===== src/rtl/mcprd_pkg.sv =====
// Package for the multi-channel pulse relay driver.
// Holds operation, test mode, status and register index codes and fixed field widths.
// No dependencies.
package mcprd_pkg;

  localparam int unsigned PIN_W     = 48;
  localparam int unsigned IN_DATA_W = 64;
  localparam int unsigned OUT_DATA_W = 56;
  localparam int unsigned TIME_W    = 32;
  localparam int unsigned DUR_W     = 24;

  localparam logic [DUR_W-1:0] DEFAULT_HOLD = 24'd1000;

  typedef enum logic [3:0] {
    OP_TICK      = 4'd0,
    OP_ACT_PROD  = 4'd1,
    OP_ACT_DIAG  = 4'd2,
    OP_ALL_ON    = 4'd3,
    OP_ALL_OFF   = 4'd4,
    OP_CYC_ALL   = 4'd5,
    OP_CYC_CH    = 4'd6,
    OP_CYC_BD    = 4'd7,
    OP_STOP      = 4'd8
  } op_e;

  localparam logic [2:0] MODE_NONE    = 3'd0;
  localparam logic [2:0] MODE_ALL_ON  = 3'd1;
  localparam logic [2:0] MODE_ALL_OFF = 3'd2;
  localparam logic [2:0] MODE_CYC_ALL = 3'd3;
  localparam logic [2:0] MODE_CYC_CH  = 3'd4;
  localparam logic [2:0] MODE_CYC_BD  = 3'd5;

  localparam logic [1:0] ST_OK      = 2'd0;
  localparam logic [1:0] ST_RANGE   = 2'd1;
  localparam logic [1:0] ST_OFFLINE = 2'd2;

  localparam logic [1:0] REG_BOARD_MASK = 2'd0;
  localparam logic [1:0] REG_ACT_HIGH   = 2'd1;
  localparam logic [1:0] REG_PROD_LIMIT = 2'd2;

endpackage


===== src/rtl/mcprd_ram.sv =====
// Generic single-port-write, single-port-read RAM with registered read data.
// No dependencies.
module mcprd_ram #(
  parameter int unsigned WIDTH = 56,
  parameter int unsigned DEPTH = 48
) (
  input  logic                     clk_i,
  input  logic                     we_i,
  input  logic [$clog2(DEPTH)-1:0] waddr_i,
  input  logic [WIDTH-1:0]         wdata_i,
  input  logic                     re_i,
  input  logic [$clog2(DEPTH)-1:0] raddr_i,
  output logic [WIDTH-1:0]         rdata_o
);

  logic [WIDTH-1:0] mem_q [DEPTH];
  logic [WIDTH-1:0] rdata_q;

  always_ff @(posedge clk_i) begin
    if (we_i) begin
      mem_q[waddr_i] <= wdata_i;
    end
    if (re_i) begin
      rdata_q <= mem_q[raddr_i];
    end
  end

  assign rdata_o = rdata_q;

endmodule


===== src/rtl/multi_channel_pulse_relay_driver.sv =====
// Multi-channel pulse relay driver, top level.
// Uses mcprd_pkg and mcprd_ram (per-channel pulse timer store).
//
// One transaction in, one result out. A tick bumps the millisecond counter and then
// walks the timer RAM one channel per cycle, releasing expired pulses, before the
// cycling test mode is checked. Every other operation passes through an execute
// state and then the completion state. Results sit in an output register, so a
// new transaction is taken while the previous result waits. Configuration registers
// are written through the APB port at byte addresses 0, 4 and 8 and must only
// change while idle.
module multi_channel_pulse_relay_driver #(
  parameter int unsigned CHANNELS       = 48,
  parameter int unsigned BOARDS         = 3,
  parameter int unsigned PINS_PER_BOARD = 16
) (
  input  logic        clk_i,
  input  logic        rst_ni,
  // operation[3:0], channel[9:4], board[11:10], duration_ms[35:12], hold_ms[59:36]
  input  logic [63:0] s_axis_tdata,
  input  logic        s_axis_tvalid,
  output logic        s_axis_tready,
  // pin_levels[47:0], status[49:48], cycle_phase[50]
  output logic [55:0] m_axis_tdata,
  output logic        m_axis_tvalid,
  input  logic        m_axis_tready,
  input  logic        psel,
  input  logic        penable,
  input  logic        pwrite,
  input  logic [3:0]  paddr,
  input  logic [31:0] pwdata,
  output logic [31:0] prdata,
  output logic        pready
);

  localparam int unsigned AW    = $clog2(CHANNELS);
  localparam int unsigned CNT_W = $clog2(CHANNELS + 1);
  localparam int unsigned TW    = mcprd_pkg::TIME_W;
  localparam int unsigned DW    = mcprd_pkg::DUR_W;
  localparam int unsigned RAM_W = TW + DW;

  localparam logic [2:0] S_IDLE   = 3'd0;
  localparam logic [2:0] S_EXEC   = 3'd1;
  localparam logic [2:0] S_SWEEP  = 3'd2;
  localparam logic [2:0] S_TOGGLE = 3'd3;
  localparam logic [2:0] S_DONE   = 3'd4;

  // configuration
  logic [2:0] board_mask_q;
  logic       act_high_q;
  logic [5:0] prod_limit_q;
  logic       cfg_wr;

  // control and state
  logic [2:0]          state_q, state_d;
  logic [CNT_W-1:0]    cnt_q, cnt_d;
  logic                rd_vld_q;
  logic [AW-1:0]       rd_idx_q;
  logic [TW-1:0]       time_q, time_d;
  logic [TW-1:0]       last_q, last_d;
  logic [DW-1:0]       hold_q, hold_d;
  logic [5:0]          tc_q, tc_d;
  logic [1:0]          tb_q, tb_d;
  logic                phase_q, phase_d;
  logic [2:0]          mode_q, mode_d;
  logic [CHANNELS-1:0] en_q, en_d;
  logic [CHANNELS-1:0] run_q, run_d;
  logic [1:0]          status_q, status_d;

  // latched transaction
  mcprd_pkg::op_e op_q;
  logic [5:0]     ch_q;
  logic [1:0]     bd_q;
  logic [DW-1:0]  dur_q;
  logic [DW-1:0]  hold_in_q;

  // output register
  logic                        m_valid_q;
  logic [mcprd_pkg::OUT_DATA_W-1:0] m_data_q;

  // masks
  logic [3:0]          bd_up;
  logic [CHANNELS-1:0] online;
  logic [CHANNELS-1:0] new_ch_mask, old_ch_mask, new_bd_mask, old_bd_mask;
  logic [CHANNELS-1:0] cur_mask;
  logic [CHANNELS-1:0] pin_full;
  logic [mcprd_pkg::PIN_W-1:0] pin_out;

  // timer RAM
  logic             ram_we, ram_re;
  logic [AW-1:0]    ram_waddr, ram_raddr;
  logic [RAM_W-1:0] ram_wdata, ram_rdata;
  logic [5:0]       wr_idx;
  logic [TW-1:0]    elapsed;
  logic             expired;
  logic [TW-1:0]    since_toggle;
  logic             in_acc;
  logic             ch_in_range, act_ok;

  assign pready = 1'b1;
  assign cfg_wr = psel && penable && pwrite && pready;

  always_ff @(posedge clk_i or negedge rst_ni) begin
    if (!rst_ni) begin
      board_mask_q <= 3'd0;
      act_high_q   <= 1'b1;
      prod_limit_q <= 6'd47;
    end else if (cfg_wr) begin
      case (paddr[3:2])
        mcprd_pkg::REG_BOARD_MASK: board_mask_q <= pwdata[2:0];
        mcprd_pkg::REG_ACT_HIGH:   act_high_q   <= pwdata[0];
        mcprd_pkg::REG_PROD_LIMIT: prod_limit_q <= pwdata[5:0];
        default: ;
      endcase
    end
  end

  always_comb begin
    case (paddr[3:2])
      mcprd_pkg::REG_BOARD_MASK: prdata = {29'd0, board_mask_q};
      mcprd_pkg::REG_ACT_HIGH:   prdata = {31'd0, act_high_q};
      mcprd_pkg::REG_PROD_LIMIT: prdata = {26'd0, prod_limit_q};
      default:                   prdata = 32'd0;
    endcase
  end

  for (genvar j = 0; j < 4; j++) begin : g_bd
    if (j < BOARDS && j < 3) begin : g_up
      assign bd_up[j] = board_mask_q[j];
    end else begin : g_down
      assign bd_up[j] = 1'b0;
    end
  end

  for (genvar i = 0; i < CHANNELS; i++) begin : g_ch
    localparam int unsigned BI = i / PINS_PER_BOARD;
    if (BI < 4) begin : g_on
      assign online[i] = bd_up[BI];
    end else begin : g_off
      assign online[i] = 1'b0;
    end
    assign new_ch_mask[i] = ({1'b0, ch_q} == 7'(i + 1));
    assign old_ch_mask[i] = ({1'b0, tc_q} == 7'(i + 1));
    assign new_bd_mask[i] = (3'(BI) == {1'b0, bd_q});
    assign old_bd_mask[i] = (3'(BI) == {1'b0, tb_q});
  end

  // pins driven by the running test mode
  always_comb begin
    case (mode_q)
      mcprd_pkg::MODE_ALL_ON, mcprd_pkg::MODE_ALL_OFF,
      mcprd_pkg::MODE_CYC_ALL: cur_mask = online;
      mcprd_pkg::MODE_CYC_CH:  cur_mask = old_ch_mask & online;
      mcprd_pkg::MODE_CYC_BD:  cur_mask = old_bd_mask & online;
      default:                 cur_mask = '0;
    endcase
  end

  assign in_acc       = s_axis_tvalid && s_axis_tready;
  assign wr_idx       = 6'(ch_q - 6'd1);
  assign elapsed      = time_q - ram_rdata[RAM_W-1:DW];
  assign expired      = elapsed >= {{(TW - DW){1'b0}}, ram_rdata[DW-1:0]};
  assign since_toggle = time_q - last_q;
  assign ch_in_range  = (ch_q != 6'd0) && ({1'b0, ch_q} <= 7'(CHANNELS));

  always_comb begin
    if (op_q == mcprd_pkg::OP_ACT_PROD) begin
      act_ok = ch_in_range && (ch_q <= prod_limit_q);
    end else begin
      act_ok = ch_in_range;
    end
  end

  assign ram_raddr = cnt_q[AW-1:0];
  assign ram_re    = (state_q == S_SWEEP) && (cnt_q < CNT_W'(CHANNELS));
  assign ram_waddr = wr_idx[AW-1:0];
  assign ram_wdata = {time_q, dur_q};
  assign ram_we    = (state_q == S_EXEC) && act_ok && ((new_ch_mask & online) != '0) &&
                     ((op_q == mcprd_pkg::OP_ACT_PROD) || (op_q == mcprd_pkg::OP_ACT_DIAG));

  mcprd_ram #(
    .WIDTH (RAM_W),
    .DEPTH (CHANNELS)
  ) u_timer_ram (
    .clk_i   (clk_i),
    .we_i    (ram_we),
    .waddr_i (ram_waddr),
    .wdata_i (ram_wdata),
    .re_i    (ram_re),
    .raddr_i (ram_raddr),
    .rdata_o (ram_rdata)
  );

  always_comb begin
    state_d  = state_q;
    cnt_d    = cnt_q;
    time_d   = time_q;
    last_d   = last_q;
    hold_d   = hold_q;
    tc_d     = tc_q;
    tb_d     = tb_q;
    phase_d  = phase_q;
    mode_d   = mode_q;
    en_d     = en_q;
    run_d    = run_q;
    status_d = status_q;

    case (state_q)
      S_IDLE: begin
        if (in_acc) begin
          if (mcprd_pkg::op_e'(s_axis_tdata[3:0]) == mcprd_pkg::OP_TICK) begin
            time_d   = time_q + 1'b1;
            cnt_d    = '0;
            status_d = mcprd_pkg::ST_OK;
            state_d  = S_SWEEP;
          end else begin
            state_d = S_EXEC;
          end
        end
      end
      S_EXEC: begin
        status_d = mcprd_pkg::ST_OK;
        state_d  = S_DONE;
        case (op_q)
          mcprd_pkg::OP_ACT_PROD, mcprd_pkg::OP_ACT_DIAG: begin
            if (!act_ok) begin
              status_d = mcprd_pkg::ST_RANGE;
            end else if ((new_ch_mask & online) == '0) begin
              status_d = mcprd_pkg::ST_OFFLINE;
            end else begin
              en_d  = en_q | new_ch_mask;
              run_d = run_q | new_ch_mask;
            end
          end
          mcprd_pkg::OP_ALL_ON: begin
            en_d   = (en_q & ~cur_mask) | online;
            mode_d = mcprd_pkg::MODE_ALL_ON;
          end
          mcprd_pkg::OP_ALL_OFF: begin
            en_d   = en_q & ~cur_mask & ~online;
            mode_d = mcprd_pkg::MODE_ALL_OFF;
          end
          mcprd_pkg::OP_CYC_ALL: begin
            en_d    = (en_q & ~cur_mask) | online;
            mode_d  = mcprd_pkg::MODE_CYC_ALL;
            hold_d  = hold_in_q;
            phase_d = 1'b1;
            last_d  = time_q;
          end
          mcprd_pkg::OP_CYC_CH: begin
            en_d    = (en_q & ~cur_mask) | (new_ch_mask & online);
            mode_d  = mcprd_pkg::MODE_CYC_CH;
            hold_d  = hold_in_q;
            phase_d = 1'b1;
            last_d  = time_q;
            tc_d    = ch_q;
            if (!ch_in_range) begin
              status_d = mcprd_pkg::ST_RANGE;
            end else if ((new_ch_mask & online) == '0) begin
              status_d = mcprd_pkg::ST_OFFLINE;
            end
          end
          mcprd_pkg::OP_CYC_BD: begin
            en_d    = (en_q & ~cur_mask) | (new_bd_mask & online);
            mode_d  = mcprd_pkg::MODE_CYC_BD;
            hold_d  = hold_in_q;
            phase_d = 1'b1;
            last_d  = time_q;
            tb_d    = bd_q;
            if (!bd_up[bd_q]) begin
              status_d = mcprd_pkg::ST_OFFLINE;
            end
          end
          mcprd_pkg::OP_STOP: begin
            en_d   = en_q & ~cur_mask;
            mode_d = mcprd_pkg::MODE_NONE;
          end
          default: ;
        endcase
      end
      S_SWEEP: begin
        if (ram_re) begin
          cnt_d = cnt_q + 1'b1;
        end else begin
          state_d = S_TOGGLE;
        end
        if (rd_vld_q && run_q[rd_idx_q] && expired) begin
          en_d[rd_idx_q]  = en_q[rd_idx_q] & ~online[rd_idx_q];
          run_d[rd_idx_q] = 1'b0;
        end
      end
      S_TOGGLE: begin
        state_d = S_DONE;
        if ((mode_q == mcprd_pkg::MODE_CYC_ALL || mode_q == mcprd_pkg::MODE_CYC_CH ||
             mode_q == mcprd_pkg::MODE_CYC_BD) &&
            (since_toggle >= {{(TW - DW){1'b0}}, hold_q})) begin
          last_d  = time_q;
          phase_d = !phase_q;
          en_d    = phase_q ? (en_q & ~cur_mask) : (en_q | cur_mask);
        end
      end
      S_DONE: begin
        if (!m_valid_q || m_axis_tready) begin
          state_d = S_IDLE;
        end
      end
      default: state_d = S_IDLE;
    endcase
  end

  always_ff @(posedge clk_i or negedge rst_ni) begin
    if (!rst_ni) begin
      state_q  <= S_IDLE;
      cnt_q    <= '0;
      rd_vld_q <= 1'b0;
      rd_idx_q <= '0;
      time_q   <= '0;
      last_q   <= '0;
      hold_q   <= mcprd_pkg::DEFAULT_HOLD;
      tc_q     <= 6'd1;
      tb_q     <= 2'd0;
      phase_q  <= 1'b0;
      mode_q   <= mcprd_pkg::MODE_NONE;
      en_q     <= '0;
      run_q    <= '0;
      status_q <= mcprd_pkg::ST_OK;
    end else begin
      state_q  <= state_d;
      cnt_q    <= cnt_d;
      rd_vld_q <= ram_re;
      rd_idx_q <= ram_raddr;
      time_q   <= time_d;
      last_q   <= last_d;
      hold_q   <= hold_d;
      tc_q     <= tc_d;
      tb_q     <= tb_d;
      phase_q  <= phase_d;
      mode_q   <= mode_d;
      en_q     <= en_d;
      run_q    <= run_d;
      status_q <= status_d;
    end
  end

  always_ff @(posedge clk_i) begin
    if (in_acc) begin
      op_q      <= mcprd_pkg::op_e'(s_axis_tdata[3:0]);
      ch_q      <= s_axis_tdata[9:4];
      bd_q      <= s_axis_tdata[11:10];
      dur_q     <= s_axis_tdata[35:12];
      hold_in_q <= s_axis_tdata[59:36];
    end
  end

  assign pin_full = (act_high_q ? en_q : ~en_q) & online;

  for (genvar k = 0; k < mcprd_pkg::PIN_W; k++) begin : g_pin
    if (k < CHANNELS) begin : g_drv
      assign pin_out[k] = pin_full[k];
    end else begin : g_zero
      assign pin_out[k] = 1'b0;
    end
  end

  always_ff @(posedge clk_i or negedge rst_ni) begin
    if (!rst_ni) begin
      m_valid_q <= 1'b0;
    end else if (state_q == S_DONE && (!m_valid_q || m_axis_tready)) begin
      m_valid_q <= 1'b1;
    end else if (m_axis_tready) begin
      m_valid_q <= 1'b0;
    end
  end

  always_ff @(posedge clk_i) begin
    if (state_q == S_DONE && (!m_valid_q || m_axis_tready)) begin
      m_data_q <= {5'd0, phase_q, status_q, pin_out};
    end
  end

  assign s_axis_tready = (state_q == S_IDLE);
  assign m_axis_tvalid = m_valid_q;
  assign m_axis_tdata  = m_data_q;

  a_tick_sweeps: assert property (@(posedge clk_i) disable iff (!rst_ni)
    (in_acc && s_axis_tdata[3:0] == mcprd_pkg::OP_TICK) |=> (state_q == S_SWEEP))
    else $error("tick did not start the timer sweep");

  a_sweep_only_clears: assert property (@(posedge clk_i) disable iff (!rst_ni)
    (state_q == S_SWEEP) |=> ((en_q & ~$past(en_q)) == '0 && (run_q & ~$past(run_q)) == '0))
    else $error("timer sweep set a pin or a running flag");

  a_offline_frozen: assert property (@(posedge clk_i) disable iff (!rst_ni)
    (state_q == S_SWEEP) |=> (((en_q ^ $past(en_q)) & ~online) == '0))
    else $error("timer sweep changed a pin on an offline board");

  a_result_from_done: assert property (@(posedge clk_i) disable iff (!rst_ni)
    $rose(m_axis_tvalid) |-> $past(state_q == S_DONE))
    else $error("result presented outside the completion state");

endmodule


===== config.mk =====
export PLATFORM = sky130hd
export DESIGN_NAME = multi_channel_pulse_relay_driver
export DESIGN_NICKNAME = d
export VERILOG_FILES = /design/src/rtl/mcprd_pkg.sv /design/src/rtl/mcprd_ram.sv /design/src/rtl/multi_channel_pulse_relay_driver.sv
export SDC_FILE = /design/constraint.sdc
export NUM_CORES = 2
export LEC_CHECK = 0
export CORE_MARGIN = 2
export CORE_UTILIZATION = 33
export CTS_CLUSTER_DIAMETER = 200
export DETAILED_ROUTE_END_ITERATION = 12
export DONT_BUFFER_PORTS = 1
export MAX_ROUTING_LAYER = met4
export SLEW_MARGIN = 20
export SYNTH_ARGS = -nofsm -noshare
export SYNTH_HDL_FRONTEND = slang
export SYNTH_HIERARCHICAL = 1
export SYNTH_SLANG_ARGS = --single-unit

===== constraint.sdc =====
create_clock -name clk_i -period 7.8 [get_ports clk_i]
set_input_delay 2.34 -clock clk_i [delete_from_list [all_inputs] [get_ports clk_i]]
set_output_delay 2.34 -clock clk_i [all_outputs]
set_load 0.05 [all_outputs]

==> metrics <==
share of synthesized area occupied by flip-flops and latches=71.7%; Worst path depth=22; sum of routed wire length over all layers=366,000 um; Required @ worst endpoint=8.61 ns; sequential cell area=91,400 um2; FILL cells=34,942; Setup Skew=0.0766 ns; Avg Synthesized Cell Area=17.8 um2; DRC violations left=0; hpwl dp=213,000 um; cell area after synthesis=127,000 um2; type of origin of the critical path=flop; part of the power in the clock network=32.8%; Finished Core Util=37.7%; number of routed nets with antenna violations=0; Global Route Usage Sum=18.8%; met3 Resource Use GR=2.61%; Setup Buffers After CTS=0; Initial Util=33.1%; Internal Pwr Total=0.0320 W; launch instance of the worst register-to-register path=time_q[8]; core area=385,000 um2; clock-pin transition on the worst setup and hold timing paths=0.06 ns; Avg WL per Cell=28.9 um; slowest CP cell=sky130_fd_sc_hd__dfrtp_1; Clock Tree Root=sky130_fd_sc_hd__clkbuf_16; total area of multi-input combinational cells=33,600 um2; leakage power=50.4 nW; proportion of register bits with asynchronous set or reset after synthesis=7.31%; total global routing overflow=0; routed vias/inst=5.62; number of antenna violations at the first check in global routing=29; Arr. time, crit path=7.36 ns; worst setup path end=en_q[1]; number of instances resized during post-cts repair=0; critical path endpoint category=flop; setup repair after global routing missed its margin=false; number of levels the H-tree was split into=5; most used flip-flop cell after synthesis=sky130_fd_sc_hd__edfxtp_1; busiest layer in global routing=met2; switching portion of total power=31.7%; cts bufs inserted=327; delay of the slowest critical-path stage=0.54 ns; final number of hold-violating endpoints=0; flip-flop and latch count after synthesis=3,080; Max-slew headroom=17.9%; most frequent cells in the layout=sky130_fd_sc_hd__edfxtp_1 (2,855), sky130_fd_sc_hd__mux4_2 (631), sky130_fd_sc_hd__clkbuf_16 (329); area enclosed by the die boundary=391,000 um2; Worst Setup SP=time_q[8]; number of nets in the layout=7,546; synthesis warning total=6; CTS max path bufs=4; Max-Cap Viols=0; Register-to-Register Path Depth=22; cell row count=228; portion of total power attributed to sequential cells=42.3%; worst hold path class=flop to flop; reg2reg setup slack=1.25 ns; ratio of cells with drive above 1 in the final layout=20.6%; horizontal die dimension=625 um; TritonCTS clock tree=yes; detailed-route via count=71,108; most common cell after layout, fill and taps aside=sky130_fd_sc_hd__edfxtp_1; Max Slew Vio Count=0; path type of the worst setup path=flop to flop; Layout area overhead=13.9%; met1 Use GR=25.9%; number of flops mapped to enable cells by yosys=2,855; wire length of the first global-routing pass=520,000 um; number of detailed-routing iterations run before antenna repair=6; maximum fanout along the worst path=49; logic gate share of total power=24.9%; cell count after synthesis=7,135; time the worst path needs with I/O delays and setup=6.55 ns; total number of clock tree sinks=3,080; first-iteration detailed-routing DRC count=9,175; RePlAce Congestion=0.899; later-pin clock latency in the skew report=0.95 ns; Port Buf Inserts=0; highest ir drop seen on vdd=0.237 mV; run status=finished, final reports clean; number of global-route vias before repair=70,097; total power per unit cell area=323 nW/um2; transition time at the pin with the least slew margin=1.22 ns; family with the most delay on the worst path=compound AO/OA/AOI/OAI gates; number of distinct library cells after synthesis=90; post-route setup TNS=0 ns; worst r2r dst=en_q[1]; pin count of the biggest net entering global routing=226; final setup violation count=0; timing-limited maximum frequency=153 MHz; count of buffer and inverter cells on the critical path=3; Post-CTS Hold Fix Bufs=0; period utilisation layout=83.9%; cell-by-cell trace of the critical path=buf_4, ha_1, or2_2, o31a_1, a21oi_1, o21bai_1, a21oi_1, xnor2_1, ha_1, a21oi_1, o21ai_0, a2111o_1, o311a_1, a31oi_1, o2111a_1, nand4_1, nor4_1, buf_4, o21ai_0, or2_2, buf_4, o221ai_1; Top-Level Pins=198; GRT met2 Usage=29.5%; Die Ht=625 um; sw power=0.0149 W
==> cell type report <==
type / count / area share (%)
Inverter: 199 / 0.516
Clock buffer: 393 / 5.86
Tap cell: 5060 / 4.36
Sequential cell: 3080 / 63.0
Antenna cell: 14 / 0.0242
Clock inverter: 196 / 1.37
Timing Repair Buffer: 260 / 1.72
Multi-Input combinational cell: 3447 / 23.1
==> power groups by stage <==
stage	clock network, W	registers [W]	logic [W]
finish	0.0153	0.0198	0.0117
global route	0.0162	0.0199	0.0125
CTS	0.0156	0.0198	0.0117
detailed placement	0	0.0202	0.0117
global placement	0	0.0202	0.0116
floorplan	0	0.0200	0.00784
==> cells in the mapped netlist (all sizes together) (10+ instances only) <==
master,n,area [um2]
buf,224,1510
a211oi,28,210
dfstp,13,342
nand4,39,244
o21bai,13,97.6
nand2,276,1040
o22ai,166,1040
nand2b,26,163
dfrtp,212,5310
inv,195,732
nor2,334,1260
nor2b,34,213
xor2,82,718
and2,46,288
nor3,46,230
mux2,75,845
mux4,631,14200
o31ai,90,681
a221oi,54,473
nand3b,10,78.8
o221ai,97,975
clkbuf,215,808
o22a,19,166
nand3,60,300
edfxtp,2855,85700
a31oi,17,106
xnor2,48,420
a22oi,72,541
a2111oi,14,123
o21a,18,135
o211ai,31,233
or3,18,113
and3,19,119
ha,122,1530
nor4,10,62.6
o21ai,300,1510
a21oi,241,1210
o41ai,21,184
a211o,28,245
mux2i,231,2310
a21o,25,188
==> worst min path at each step <==
stage	start	to	slack [ns]	cells after the start
2_1_floorplan	cnt_q[2]	rd_idx_q[2]	0.42	0
3_3_place_gp	status_q[0]	m_axis_tdata[48]	0.45	0
3_5_place_dp	status_q[0]	m_axis_tdata[48]	0.44	0
4_1_cts	status_q[0]	m_axis_tdata[48]	0.45	0
5_1_grt	status_q[0]	m_axis_tdata[48]	0.48	0
6_report	status_q[0]	m_axis_tdata[48]	0.45	0
==> metrics by stage <==
stage	power, W	area, um2	instances	worst slack [ns]	hold slack [ns]
after CTS	0.0472	145000	12634	1.25	0.450
final	0.0469	145000	12649	1.25	0.449
after detailed placement	0.0318	135000	12045	1.31	0.441
after floorplan	0.0278	127000	7165	1.14	0.418
after global routing	0.0486	145000	12644	0.853	0.479
after global placement	0.0317	134000	12040	1.33	0.449
==> worst reg2reg max path, delay by kind of cell (launching register included) <==
family                   cells  cell delay (ns)
AO/OA/AOI/OAI               12             2.73
XOR/XNOR                     1             0.16
adder cells (fa/ha/maj)      2             0.72
buffers and inverters        3             1.09
flip-flops                   1             0.54
AND/OR/NAND/NOR              4             1.22
==> logic make-up (layout without fill, tap and decap cells) <==
family / Yosys count / count (layout) / share of synthesized area [%]
compound gates: 1271 / 1271 / 6.64
other cells: 2 / 46 / 0.00590
mux: 937 / 937 / 13.6
simple gates: 953 / 953 / 3.44
xor+xnor: 130 / 130 / 0.894
fa+ha+maj: 124 / 124 / 1.23
flops: 3080 / 3080 / 71.7
buf+inv: 638 / 1048 / 2.41
==> state kept, by name, indices dropped and copies added, names as in the netlist, 6 cells and up <==
name                 count
hold_q                  24
tc_q                     6
m_axis_tdata            51
dur_q                   24
time_q                  32
cnt_q                    6
prod_limit_q             6
u_timer_ram/rdata_o     56
en_q                    48
u_timer_ram/mem_q     2688
hold_in_q               24
rd_idx_q                 6
last_q                  32
run_q                   48
ch_q                     6
==> layer usage <==
metal  up-vias  share of wire (%)
met1     37727                 42
met2      3503                 47
met4         0                2.8
met5         -                  0
li1      29287                  -
met3       591                8.3
(Power assumes the default switching activity.)
